==> config.mk <==
export PLATFORM = sky130hd
export DESIGN_NAME = i2c_master_bit_engine_top
export DESIGN_NICKNAME = d
export VERILOG_FILES = /design/src/rtl/i2cmbe_pkg.sv /design/src/rtl/i2c_master_bit_engine_top.sv /design/src/rtl/i2cmbe_core.sv
export SDC_FILE = /design/constraint.sdc
export NUM_CORES = 1
export LEC_CHECK = 0
export BUFFER_PORTS_ARGS = -buffer_cell sky130_fd_sc_hd__buf_2
export CAP_MARGIN = 20
export CORE_MARGIN = 2
export CORE_UTILIZATION = 40
export DETAILED_ROUTE_END_ITERATION = 10
export PLACE_DENSITY_LB_ADDON = 0.25
export SYNTH_ARGS = -nofsm -noshare
export SYNTH_HDL_FRONTEND = slang
export SYNTH_SLANG_ARGS = --single-unit
export TNS_END_PERCENT = 5
==> constraint.sdc <==
create_clock -name clk_i -period 5.51 [get_ports clk_i]
set_clock_uncertainty 0.05 [all_clocks]
set_input_delay 0.2755 -clock clk_i [delete_from_list [all_inputs] [get_ports clk_i]]
set_output_delay 0.2755 -clock clk_i [all_outputs]
set_load 0.03 [all_outputs]
==> src/rtl/i2cmbe_pkg.sv <==
// Package for the I2C master bit engine: command codes, phase codes and the
// item and result structs used by the core and the top level.
// Depends on nothing.
package i2cmbe_pkg;

  localparam int unsigned PHASE_W = 5;
  localparam int unsigned CMD_W   = 3;

  localparam logic [CMD_W-1:0] CMD_TICK    = 3'd0;
  localparam logic [CMD_W-1:0] CMD_START   = 3'd1;
  localparam logic [CMD_W-1:0] CMD_RESTART = 3'd2;
  localparam logic [CMD_W-1:0] CMD_STOP    = 3'd3;
  localparam logic [CMD_W-1:0] CMD_WRITE   = 3'd4;
  localparam logic [CMD_W-1:0] CMD_READ    = 3'd5;

  localparam logic [PHASE_W-1:0] PH_IDLE      = 5'd0;
  localparam logic [PHASE_W-1:0] PH_START_A   = 5'd1;
  localparam logic [PHASE_W-1:0] PH_START_B   = 5'd2;
  localparam logic [PHASE_W-1:0] PH_RESTART   = 5'd3;
  localparam logic [PHASE_W-1:0] PH_STOP_A    = 5'd4;
  localparam logic [PHASE_W-1:0] PH_STOP_B    = 5'd5;
  localparam logic [PHASE_W-1:0] PH_STOP_C    = 5'd6;
  localparam logic [PHASE_W-1:0] PH_WR_HI     = 5'd7;
  localparam logic [PHASE_W-1:0] PH_WR_LO     = 5'd8;
  localparam logic [PHASE_W-1:0] PH_WR_ACK_HI = 5'd9;
  localparam logic [PHASE_W-1:0] PH_WR_ACK_LO = 5'd10;
  localparam logic [PHASE_W-1:0] PH_RD_HI     = 5'd11;
  localparam logic [PHASE_W-1:0] PH_RD_LO     = 5'd12;
  localparam logic [PHASE_W-1:0] PH_RD_ACK_HI = 5'd13;

  localparam logic [3:0]  BITS_PER_BYTE = 4'd8;
  localparam logic [15:0] HALF_RESET    = 16'd5;

  typedef struct packed {
    logic [CMD_W-1:0] command;
    logic [7:0]       write_byte;
    logic             last_read;
    logic             sda_in;
  } item_t;

  typedef struct packed {
    logic       scl_out;
    logic       sda_drive;
    logic       sda_level;
    logic       busy_res;
    logic       done_res;
    logic       nack_received;
    logic [7:0] read_byte;
  } result_t;

endpackage

==> src/rtl/i2c_master_bit_engine_top.sv <==
// Top level of the I2C master bit engine: input register, bit engine core
// and result register. Depends on i2cmbe_pkg and i2cmbe_core.

// The engine drives SCL and SDA one half bit period at a time. Every input
// transfer is one tick: while idle it may carry a command (start, restart,
// stop, write a byte, read a byte), otherwise it only advances the current
// segment and supplies the sampled SDA level. Each input transfer yields
// exactly one result transfer with the pin levels, busy, done, the NACK flag
// of the latest write and the shift register. The engine takes one transfer
// per clock unless input stall holds it; a result passes through the input
// register and then the result register. The rate is set by the state update
// in the core, which reads the item in the input register and writes the
// engine state and the result register in the same cycle. Both channels use
// valid and stall; input stall rises only while a result waits under output
// stall and the input register is full.
// The half period register is written through cfg_we_i and cfg_wdata_i and
// should be changed only while the engine is idle; a value of zero acts as
// one, and values beyond the hold counter (DELAY_WIDTH bits) saturate.
module i2c_master_bit_engine_top #(
  parameter int unsigned DELAY_WIDTH = 16
) (
  input  logic        clk_i,
  input  logic        rst_ni,
  input  logic        cfg_we_i,
  input  logic [15:0] cfg_wdata_i,
  input  logic        in_valid_i,
  output logic        in_stall_o,
  input  logic [2:0]  command_i,
  input  logic [7:0]  write_byte_i,
  input  logic        last_read_i,
  input  logic        sda_in_i,
  output logic        out_valid_o,
  input  logic        out_stall_i,
  output logic        scl_out_o,
  output logic        sda_drive_o,
  output logic        sda_level_o,
  output logic        busy_res_o,
  output logic        done_res_o,
  output logic        nack_received_o,
  output logic [7:0]  read_byte_o
);

  logic                in_valid_q;
  i2cmbe_pkg::item_t   in_item_q;
  logic                out_valid_q;
  i2cmbe_pkg::result_t out_res_q;
  i2cmbe_pkg::result_t step_res;
  logic                advance;
  logic                step;

  // The pipeline moves whenever the result register is empty or drained.
  assign advance    = !out_valid_q || !out_stall_i;
  assign step       = in_valid_q && advance;
  assign in_stall_o = in_valid_q && !advance;

  always_ff @(posedge clk_i or negedge rst_ni) begin
    if (!rst_ni) begin
      in_valid_q <= 1'b0;
    end else if (!in_stall_o) begin
      in_valid_q <= in_valid_i;
    end
  end

  // Payload register, loaded on every accepted input transfer.
  always_ff @(posedge clk_i) begin
    if (!in_stall_o && in_valid_i) begin
      in_item_q.command    <= command_i;
      in_item_q.write_byte <= write_byte_i;
      in_item_q.last_read  <= last_read_i;
      in_item_q.sda_in     <= sda_in_i;
    end
  end

  i2cmbe_core #(
    .DELAY_WIDTH(DELAY_WIDTH)
  ) u_core (
    .clk_i      (clk_i),
    .rst_ni     (rst_ni),
    .cfg_we_i   (cfg_we_i),
    .cfg_wdata_i(cfg_wdata_i),
    .step_i     (step),
    .item_i     (in_item_q),
    .res_o      (step_res)
  );

  always_ff @(posedge clk_i or negedge rst_ni) begin
    if (!rst_ni) begin
      out_valid_q <= 1'b0;
    end else if (advance) begin
      out_valid_q <= in_valid_q;
    end
  end

  always_ff @(posedge clk_i) begin
    if (step) begin
      out_res_q <= step_res;
    end
  end

  assign out_valid_o     = out_valid_q;
  assign scl_out_o       = out_res_q.scl_out;
  assign sda_drive_o     = out_res_q.sda_drive;
  assign sda_level_o     = out_res_q.sda_level;
  assign busy_res_o      = out_res_q.busy_res;
  assign done_res_o      = out_res_q.done_res;
  assign nack_received_o = out_res_q.nack_received;
  assign read_byte_o     = out_res_q.read_byte;

  // A completing step leaves the engine idle.
  a_done_not_busy: assert property (@(posedge clk_i) disable iff (!rst_ni)
    out_valid_o && done_res_o |-> !busy_res_o)
    else $error("done reported while still busy");

  // A released SDA line always reads back high.
  a_release_high: assert property (@(posedge clk_i) disable iff (!rst_ni)
    out_valid_o && !sda_drive_o |-> sda_level_o)
    else $error("SDA released with a low level");

  // Input stall only comes from a held, full result register.
  a_stall_cause: assert property (@(posedge clk_i) disable iff (!rst_ni)
    in_stall_o |-> out_valid_q && out_stall_i && in_valid_q)
    else $error("input stalled without a blocked result");

  // A stepped item always shows up in the result register next cycle.
  a_step_lands: assert property (@(posedge clk_i) disable iff (!rst_ni)
    step |=> out_valid_q)
    else $error("stepped item lost");

endmodule

==> src/rtl/i2cmbe_core.sv <==
// Bit engine state and its one-step update for the I2C master.
// Depends on i2cmbe_pkg.
module i2cmbe_core #(
  parameter int unsigned DELAY_WIDTH = 16
) (
  input  logic                 clk_i,
  input  logic                 rst_ni,
  input  logic                 cfg_we_i,
  input  logic [15:0]          cfg_wdata_i,
  input  logic                 step_i,
  input  i2cmbe_pkg::item_t    item_i,
  output i2cmbe_pkg::result_t  res_o
);

  localparam int unsigned WIDE_W = (DELAY_WIDTH > 16) ? DELAY_WIDTH : 16;

  logic [15:0]                     half_q;
  logic [i2cmbe_pkg::PHASE_W-1:0]  phase_q, phase_d;
  logic [3:0]                      bit_count_q, bit_count_d;
  logic [7:0]                      shift_q, shift_d;
  logic [DELAY_WIDTH-1:0]          delay_q, delay_d;
  logic                            scl_q, scl_d;
  logic                            sda_q, sda_d;
  logic                            sda_oe_q, sda_oe_d;
  logic                            ack_mode_q, ack_mode_d;
  logic                            nack_q, nack_d;
  logic                            done;
  logic                            finish;

  logic [15:0]             half_m1;
  logic [WIDE_W-1:0]       half_wide;
  logic [WIDE_W-1:0]       delay_max;
  logic [DELAY_WIDTH-1:0]  delay_load;
  logic [3:0]              bit_count_inc;
  logic [7:0]              shift_left;

  // Hold count for a new segment: half period minus one, zero taken as one,
  // saturated to the counter width.
  assign half_m1    = (half_q == 16'd0) ? 16'd0 : half_q - 16'd1;
  assign half_wide  = WIDE_W'(half_m1);
  assign delay_max  = WIDE_W'({DELAY_WIDTH{1'b1}});
  assign delay_load = DELAY_WIDTH'((half_wide > delay_max) ? delay_max : half_wide);

  assign bit_count_inc = bit_count_q + 4'd1;
  assign shift_left    = {shift_q[6:0], 1'b0};

  always_comb begin
    phase_d     = phase_q;
    bit_count_d = bit_count_q;
    shift_d     = shift_q;
    delay_d     = delay_q;
    scl_d       = scl_q;
    sda_d       = sda_q;
    sda_oe_d    = sda_oe_q;
    ack_mode_d  = ack_mode_q;
    nack_d      = nack_q;
    finish      = 1'b0;

    if (phase_q == i2cmbe_pkg::PH_IDLE) begin
      case (item_i.command)
        i2cmbe_pkg::CMD_TICK: begin
        end
        i2cmbe_pkg::CMD_START: begin
          sda_d   = 1'b0;
          delay_d = delay_load;
          phase_d = i2cmbe_pkg::PH_START_A;
        end
        i2cmbe_pkg::CMD_RESTART: begin
          sda_d   = 1'b1;
          scl_d   = 1'b1;
          delay_d = delay_load;
          phase_d = i2cmbe_pkg::PH_RESTART;
        end
        i2cmbe_pkg::CMD_STOP: begin
          sda_d   = 1'b0;
          delay_d = delay_load;
          phase_d = i2cmbe_pkg::PH_STOP_A;
        end
        i2cmbe_pkg::CMD_WRITE: begin
          shift_d     = item_i.write_byte;
          bit_count_d = 4'd0;
          sda_d       = item_i.write_byte[7];
          scl_d       = 1'b1;
          delay_d     = delay_load;
          phase_d     = i2cmbe_pkg::PH_WR_HI;
        end
        i2cmbe_pkg::CMD_READ: begin
          shift_d     = 8'd0;
          bit_count_d = 4'd0;
          ack_mode_d  = item_i.last_read;
          sda_d       = 1'b1;
          sda_oe_d    = 1'b0;
          scl_d       = 1'b1;
          delay_d     = delay_load;
          phase_d     = i2cmbe_pkg::PH_RD_HI;
        end
        default: begin
        end
      endcase
    end else if (delay_q != '0) begin
      delay_d = delay_q - DELAY_WIDTH'(1);
    end else begin
      case (phase_q)
        i2cmbe_pkg::PH_START_A: begin
          scl_d   = 1'b0;
          delay_d = delay_load;
          phase_d = i2cmbe_pkg::PH_START_B;
        end
        i2cmbe_pkg::PH_STOP_A: begin
          scl_d   = 1'b1;
          delay_d = delay_load;
          phase_d = i2cmbe_pkg::PH_STOP_B;
        end
        i2cmbe_pkg::PH_STOP_B: begin
          sda_d   = 1'b1;
          delay_d = delay_load;
          phase_d = i2cmbe_pkg::PH_STOP_C;
        end
        i2cmbe_pkg::PH_WR_HI: begin
          scl_d   = 1'b0;
          delay_d = delay_load;
          phase_d = i2cmbe_pkg::PH_WR_LO;
        end
        i2cmbe_pkg::PH_WR_LO: begin
          shift_d     = shift_left;
          bit_count_d = bit_count_inc;
          scl_d       = 1'b1;
          delay_d     = delay_load;
          if (bit_count_inc >= i2cmbe_pkg::BITS_PER_BYTE) begin
            sda_oe_d = 1'b0;
            sda_d    = 1'b1;
            phase_d  = i2cmbe_pkg::PH_WR_ACK_HI;
          end else begin
            sda_d   = shift_left[7];
            phase_d = i2cmbe_pkg::PH_WR_HI;
          end
        end
        i2cmbe_pkg::PH_WR_ACK_HI: begin
          nack_d  = item_i.sda_in;
          scl_d   = 1'b0;
          delay_d = delay_load;
          phase_d = i2cmbe_pkg::PH_WR_ACK_LO;
        end
        i2cmbe_pkg::PH_WR_ACK_LO: begin
          sda_oe_d = 1'b1;
          sda_d    = 1'b0;
          finish   = 1'b1;
        end
        i2cmbe_pkg::PH_RD_HI: begin
          shift_d = {shift_q[6:0], item_i.sda_in};
          scl_d   = 1'b0;
          delay_d = delay_load;
          phase_d = i2cmbe_pkg::PH_RD_LO;
        end
        i2cmbe_pkg::PH_RD_LO: begin
          bit_count_d = bit_count_inc;
          scl_d       = 1'b1;
          delay_d     = delay_load;
          if (bit_count_inc >= i2cmbe_pkg::BITS_PER_BYTE) begin
            sda_oe_d = 1'b1;
            sda_d    = ack_mode_q;
            phase_d  = i2cmbe_pkg::PH_RD_ACK_HI;
          end else begin
            phase_d = i2cmbe_pkg::PH_RD_HI;
          end
        end
        i2cmbe_pkg::PH_RD_ACK_HI: begin
          scl_d  = 1'b0;
          sda_d  = 1'b0;
          finish = 1'b1;
        end
        i2cmbe_pkg::PH_START_B, i2cmbe_pkg::PH_RESTART, i2cmbe_pkg::PH_STOP_C: begin
          finish = 1'b1;
        end
        default: begin
          // Codes that no sequence reaches simply end the command.
          finish = 1'b1;
        end
      endcase
    end

    done = finish;
    if (finish) begin
      phase_d     = i2cmbe_pkg::PH_IDLE;
      bit_count_d = 4'd0;
      delay_d     = '0;
    end
  end

  always_comb begin
    res_o.scl_out       = scl_d;
    res_o.sda_drive     = sda_oe_d;
    res_o.sda_level     = sda_d;
    res_o.busy_res      = (phase_d != i2cmbe_pkg::PH_IDLE);
    res_o.done_res      = done;
    res_o.nack_received = nack_d;
    res_o.read_byte     = shift_d;
  end

  always_ff @(posedge clk_i or negedge rst_ni) begin
    if (!rst_ni) begin
      half_q <= i2cmbe_pkg::HALF_RESET;
    end else if (cfg_we_i) begin
      half_q <= cfg_wdata_i;
    end
  end

  always_ff @(posedge clk_i or negedge rst_ni) begin
    if (!rst_ni) begin
      phase_q     <= i2cmbe_pkg::PH_IDLE;
      bit_count_q <= 4'd0;
      shift_q     <= 8'd0;
      delay_q     <= '0;
      scl_q       <= 1'b1;
      sda_q       <= 1'b1;
      sda_oe_q    <= 1'b1;
      ack_mode_q  <= 1'b0;
      nack_q      <= 1'b0;
    end else if (step_i) begin
      phase_q     <= phase_d;
      bit_count_q <= bit_count_d;
      shift_q     <= shift_d;
      delay_q     <= delay_d;
      scl_q       <= scl_d;
      sda_q       <= sda_d;
      sda_oe_q    <= sda_oe_d;
      ack_mode_q  <= ack_mode_d;
      nack_q      <= nack_d;
    end
  end

endmodule

; Yosys cells after proc, flatten, opt, wreduce, memory -nomap -nowiden
; Index checks and enable logic that the tools add are counted.
[op_classes]
addsub = 3
n_lt_le_gt_ge = 2
eq_ne = 18
mux = 45
n_reduce_logical = 27
[ops]
columns = op, n
row1 = $mux W16, 7
row2 = $pmux W5 S8, 1
row3 = $pmux W8 S2, 2
row4 = $sub A16 B1 Y16 const B, 2
row5 = $eq A5 B4 Y1 const B, 6
row6 = $pmux W5 S5, 1
row7 = $mux W4, 6
row8 = $mux W1, 18
row9 = $gt A16 B16 Y1 const B, 1
row10 = $logic_not A16 Y1, 1
row11 = $mux W8, 2
row12 = $reduce_bool A16 Y1, 1
row13 = $eq A5 B3 Y1 const B, 3
row14 = $mux W5, 3
row15 = $reduce_or A2 Y1, 5
row16 = $reduce_or A5 Y1, 2
row17 = $reduce_or A8 Y1, 1
row18 = $eq A3 B2 Y1 const B, 2
row19 = $eq A3 B3 Y1 const B, 2
row20 = $ne A3 B2 Y1 const B, 2
row21 = $pmux W1 S3, 2
row22 = $reduce_and A3 Y1, 2
row23 = $reduce_or A3 Y1, 2
row24 = $eq A5 B1 Y1 const B, 1
row25 = 15 further kinds, 20
[word_totals]
ff_bits = 83
input_bits = 34
out_inout_bits = 16
word_cells = 118

; Logic depth before layout (Yosys ltp)
[depth]
word_depth = 8
ltp_mapped = 10
depth_no_buf = 8

; Hierarchy
; From an unflattened synthesis, not the netlist that was laid out.
[hier_totals]
cells_unflattened = 440
area_unflattened_um2 = 4579.4
[by_module_without_submodules]
columns = mod, instances, cells_each, area_each_um2, seq_area_each_um2
row1 = i2cmbe_core, 1, 405, 3676.0, 1357.6
row2 = i2c_master_bit_engine_top, 1, 35, 903.4, 860.8

; Worst setup path after synthesis
; Ideal clock, no wire load.
[synth_path]
kind = reg-to-reg
start = reg u_core.delay_q[0]
end = reg out_res_q, in the netlist read_byte_o[7] (data pin)
setup_time_ps = 262
t_arrival_ps = 2305
required_ps = 5198
setup_slack_ps = 2893
path_stages_with_launch = 10
n_path_buf = 1
synth_period_minus_slack_ps = 2617
cell_sequence = dfrtp_1 inv_1 ha_1 or3b_4 or4_1 buf_2 nor2_8 nand4_4 o22ai_1 nor2_1
[synth_lines]
columns = item, line
row1 = from (decl), i2cmbe_core.sv:21  ; logic [DELAY_WIDTH-1:0] delay_q, delay_d;
row2 = from (signal assigned), i2cmbe_core.sv:223  ; delay_q <= delay_d;
row3 = to (signal assigned), i2c_master_bit_engine_top.sv:96  ; out_res_q <= step_res;
row4 = to (decl), i2c_master_bit_engine_top.sv:46  ; i2cmbe_pkg::result_t out_res_q;

; Worst setup path after layout
[layout_path]
start = reg u_core.delay_q[0]
end = reg u_core.delay_q[9]
[layout_between]
elab_chain_len = 5
word_cells_on_any_way = 10
classes_between = add/sub (1) / eq/ne (1) / mux (5) / reduce/logical (3)
[layout_rtl]
columns = item
row1 = "parallel branches: the longest is 5 deep, another holds $sub A16 B1 Y16"
; Several ways; the timed one is not identified.
; A chain may end at the register's enable or synchronous reset.

==> flow_metrics.env <==
export IMPL_rows=39
export IMPL_p_sw_mw=0.991
export IMPL_synth_xor_area_share_pct=2.86
export IMPL_netSwitchingFraction_pct=38.5
export IMPL_cts_sinks=83
export IMPL_cp_cell_sequence="inv_1, ha_1, or3b_4, or4_1, o21ai_4, and2_1, nand2_1, o211ai_1"
export IMPL_first_pass_iters=4
export IMPL_synth_nets=500
export IMPL_cp_end_kind="register"
export IMPL_syn_to_final_growth_pct=14.4
export IMPL_rsz0062_at_grt="false"
export IMPL_dpl_cell_count=632
export IMPL_synth_compound_area_share_pct=18.7
export IMPL_path_clk_slew_ns=0.06
export IMPL_drc_errors=0
export IMPL_place_congestion=0.832
export IMPL_synth_area_um2=4600
export IMPL_tns_ns=0
export IMPL_cts_setup_buffers=0
export IMPL_cts_buffers=9
export IMPL_first_iter_violations=355
export IMPL_port_buffers=49
export IMPL_stdcell_area_um2=5260
export IMPL_routed_wl_um=10500
export IMPL_criticalPathCategory="register to register"
export IMPL_worstPathMaxFanout=25
export IMPL_start_util_pct=40.6
export IMPL_root_buffer="clkbuf_16"
export IMPL_p_int_mw=1.58
export IMPL_syn_inst=462
export IMPL_grt_antenna_before_repair=0
export IMPL_period_minus_slack_ns=3.21
export IMPL_synth_seq_cells=83
export IMPL_combPwrFrac_pct=34.9
export IMPL_critPathMaxStageDelay_ns=0.74
export IMPL_core_area_um2=11300
export IMPL_start_kind="register"
export IMPL_max_slew_margin_pct=47.4
export IMPL_maxSlewViolCount=0
export IMPL_synthSimpleGateAreaFrac_pct=20.8
export IMPL_yosys_warnings=0
export IMPL_clock_path_buffers=2
export IMPL_tightest_slew_ns=0.789
export IMPL_cp_slowest_cell="or4_1"
export IMPL_synth_ff_type="dfrtp_1"
export IMPL_antennaDiodeCount=0
export IMPL_grt_max_degree=57
export IMPL_hold_path_class="input pin to asynchronous set/reset pin"
export IMPL_async_flop_share_pct=67.5
export IMPL_nets=538
export IMPL_yosysSeqAreaShare_pct=48.3
export IMPL_drive_gt1_share_pct=21.2
export IMPL_final_common_cell="dfrtp_1"
export IMPL_postSynthAreaPerCell_um2=9.95
export IMPL_clk_insertion_delay_late_ns=0.34
export IMPL_cap_violations=0
export IMPL_pwr_share_clk_pct=24.9
export IMPL_final_hold_violation_count=0
export IMPL_synthAdderAreaFrac_pct=1.09
export IMPL_stdcell_count=648
export IMPL_reg2regPathDepth=8
export IMPL_power_frac_seq_pct=40.2
export IMPL_synth_top_family_by_area="simple AND/OR/NAND/NOR gates"
export IMPL_max_freq_mhz=312
export IMPL_holdBufCountCts=0
export IMPL_synth_edff_count=27
export IMPL_synth_mux_area_share_pct=5.14
export IMPL_final_antenna_net_count=0
export IMPL_vdd_drop_max_uv=207
export IMPL_fin_crit_sh_pct=58.2
export IMPL_grt_pass1_wl_um=17800
export IMPL_die_h_um=111
export IMPL_arrival_ns=3.40
export IMPL_routedWlPerCell_um=16.1
export IMPL_grt_pass1_vias=3511
export IMPL_p_leak_nw=2.06
export IMPL_vias=3684
export IMPL_grt_ovfl_total=0
export IMPL_yosysUniqueCellTypes=67
export IMPL_setup_viol=0
export IMPL_cts_resized=0
export IMPL_required_ns=5.71
export IMPL_power_per_cell_area_nw_per_um2=489
export IMPL_htreeDepth=3
export IMPL_die_area_um2=12400
export IMPL_p_total_mw=2.57
export IMPL_pin_count=50
export IMPL_cts_tree="yes"
export IMPL_dp_hpwl_um=7290
export IMPL_status="finished clean"
export IMPL_die_x_um=111
export IMPL_track_usage_pct=17.7
export IMPL_final_cell_mix="dfrtp_1 (51), buf_2 (49), nand2_1 (45)"
export IMPL_viasPerCell=5.69
export IMPL_dpl_cell_area_um2=4940
==> metal layers <==
metal | GRT usage, % | vias to the layer above | wire, µm
li1 | - | 1798 | -
met1 | 26.2 | 1758 | 5050
met2 | 26.1 | 113 | 4700
met3 | 2.41 | 15 | 475
met4 | 7.33 | 0 | 231
met5 | 0 | - | 0
==> power groups by stage <==
stage	clock, mW	sequential, mW	combinational (mW)
final	0.641	1.03	0.897
after CTS	0.653	1.03	0.895
after floorplan	0	0.987	0.729
after global routing	0.678	1.06	1.00
after global placement	0	1.03	0.884
after detailed placement	0	1.04	0.890
==> worst max-delay path, delay by kind of cell (launching register included) <==
| family | cells | cell delay, ns |
|---|---|---|
| and+or+nand+nor | 4 | 1.58 |
| AOI/OAI and AO/OA | 2 | 0.79 |
| DFF | 1 | 0.42 |
| adders and majority gates | 1 | 0.18 |
| buffers and inverters | 1 | 0.07 |
==> sequential cells by signal, indices dropped and copies added (netlist names), 4 cells and up <==
signal              flops
u_core.delay_q         16
u_core.bit_count_q      4
read_byte_o             8
u_core.half_q          16
u_core.shift_q          8
u_core.phase_q          5
in_item_q              13
==> stage by stage <==
stage / worst slack [ns] / utilization [%] / hold WS (ns)
2_1_floorplan: 2.89 / - / -0.0701
3_3_place_gp: 2.41 / 43.6 / 0.402
3_5_place_dp: 2.34 / 43.6 / 0.404
4_1_cts: 2.32 / 46.4 / 0.0525
5_1_grt: 2.13 / 46.4 / 0.0571
6_report: 2.30 / 46.4 / 0.0366
==> layout make-up <==
class | instances | area [µm²]
Clock inverter | 6 | 90.1
Timing Repair Buffer | 52 | 268
Tap cell | 143 | 179
Sequential cell | 83 | 2220
Multi-Input combinational cell | 344 | 2240
Inverter | 10 | 37.5
Clock buffer | 10 | 229
Fill cell | 1096 | 6060
==> cells by family after synthesis <==
logic type,Yosys count
compound gates,125
simple gates,179
buf+inv,35
fa+ha+maj,4
mux,21
xor+xnor,15
flops,83
==> worst paths after layout <==
check / startpoint / end / slack [ns]
worst min register to register: in_item_q[1] / u_core.ack_mode_q / 0.44
max in group asynchronous: rst_ni / u_core.half_q[10] / 4.89
worst max-delay path: u_core.delay_q[0] / u_core.delay_q[9] / 2.30
worst min-delay path: rst_ni / u_core.phase_q[3] / 0.04
min in group clk_i: write_byte_i[4] / in_item_q[6] / 0.06
worst max register to register: u_core.delay_q[0] / u_core.delay_q[9] / 2.30
==> cell usage after synthesis (3+ instances only) <==
library cell  instances  area (µm²)
nand3b_1              4        30.0
or3_1                 5        31.3
mux2_2               16         180
xor2_1                7        61.3
nor2b_1              10        62.6
o211ai_1              7        52.6
mux2i_1               3        30.0
o311ai_1              3        26.3
clkbuf_1             14        52.6
nor2_1               43         161
and2_1                3        18.8
nor3_1                9        45.0
a22o_1                5        43.8
inv_1                 9        33.8
nor4_1                9        56.3
edfxtp_1             27         811
o21ai_0              20         100
nor3b_1               4        30.0
buf_2                 6        30.0
o22ai_1              10        62.6
nand2_1              45         169
o21a_1                4        30.0
xnor2_1               8        70.1
nand3_1              13        65.1
o21ai_1              19        95.1
a31oi_1               7        43.8
nand2b_1              6        37.5
ha_1                  4        50.1
buf_1                 4        15.0
o31ai_1               4        30.0
or4_1                10        75.1
dfstp_2               5         131
dfrtp_1              51        1280
a21oi_1              23         115
nand4_1               4        25.0
a2bb2oi_2             7         105
Power figures use the tool's default switching activity.
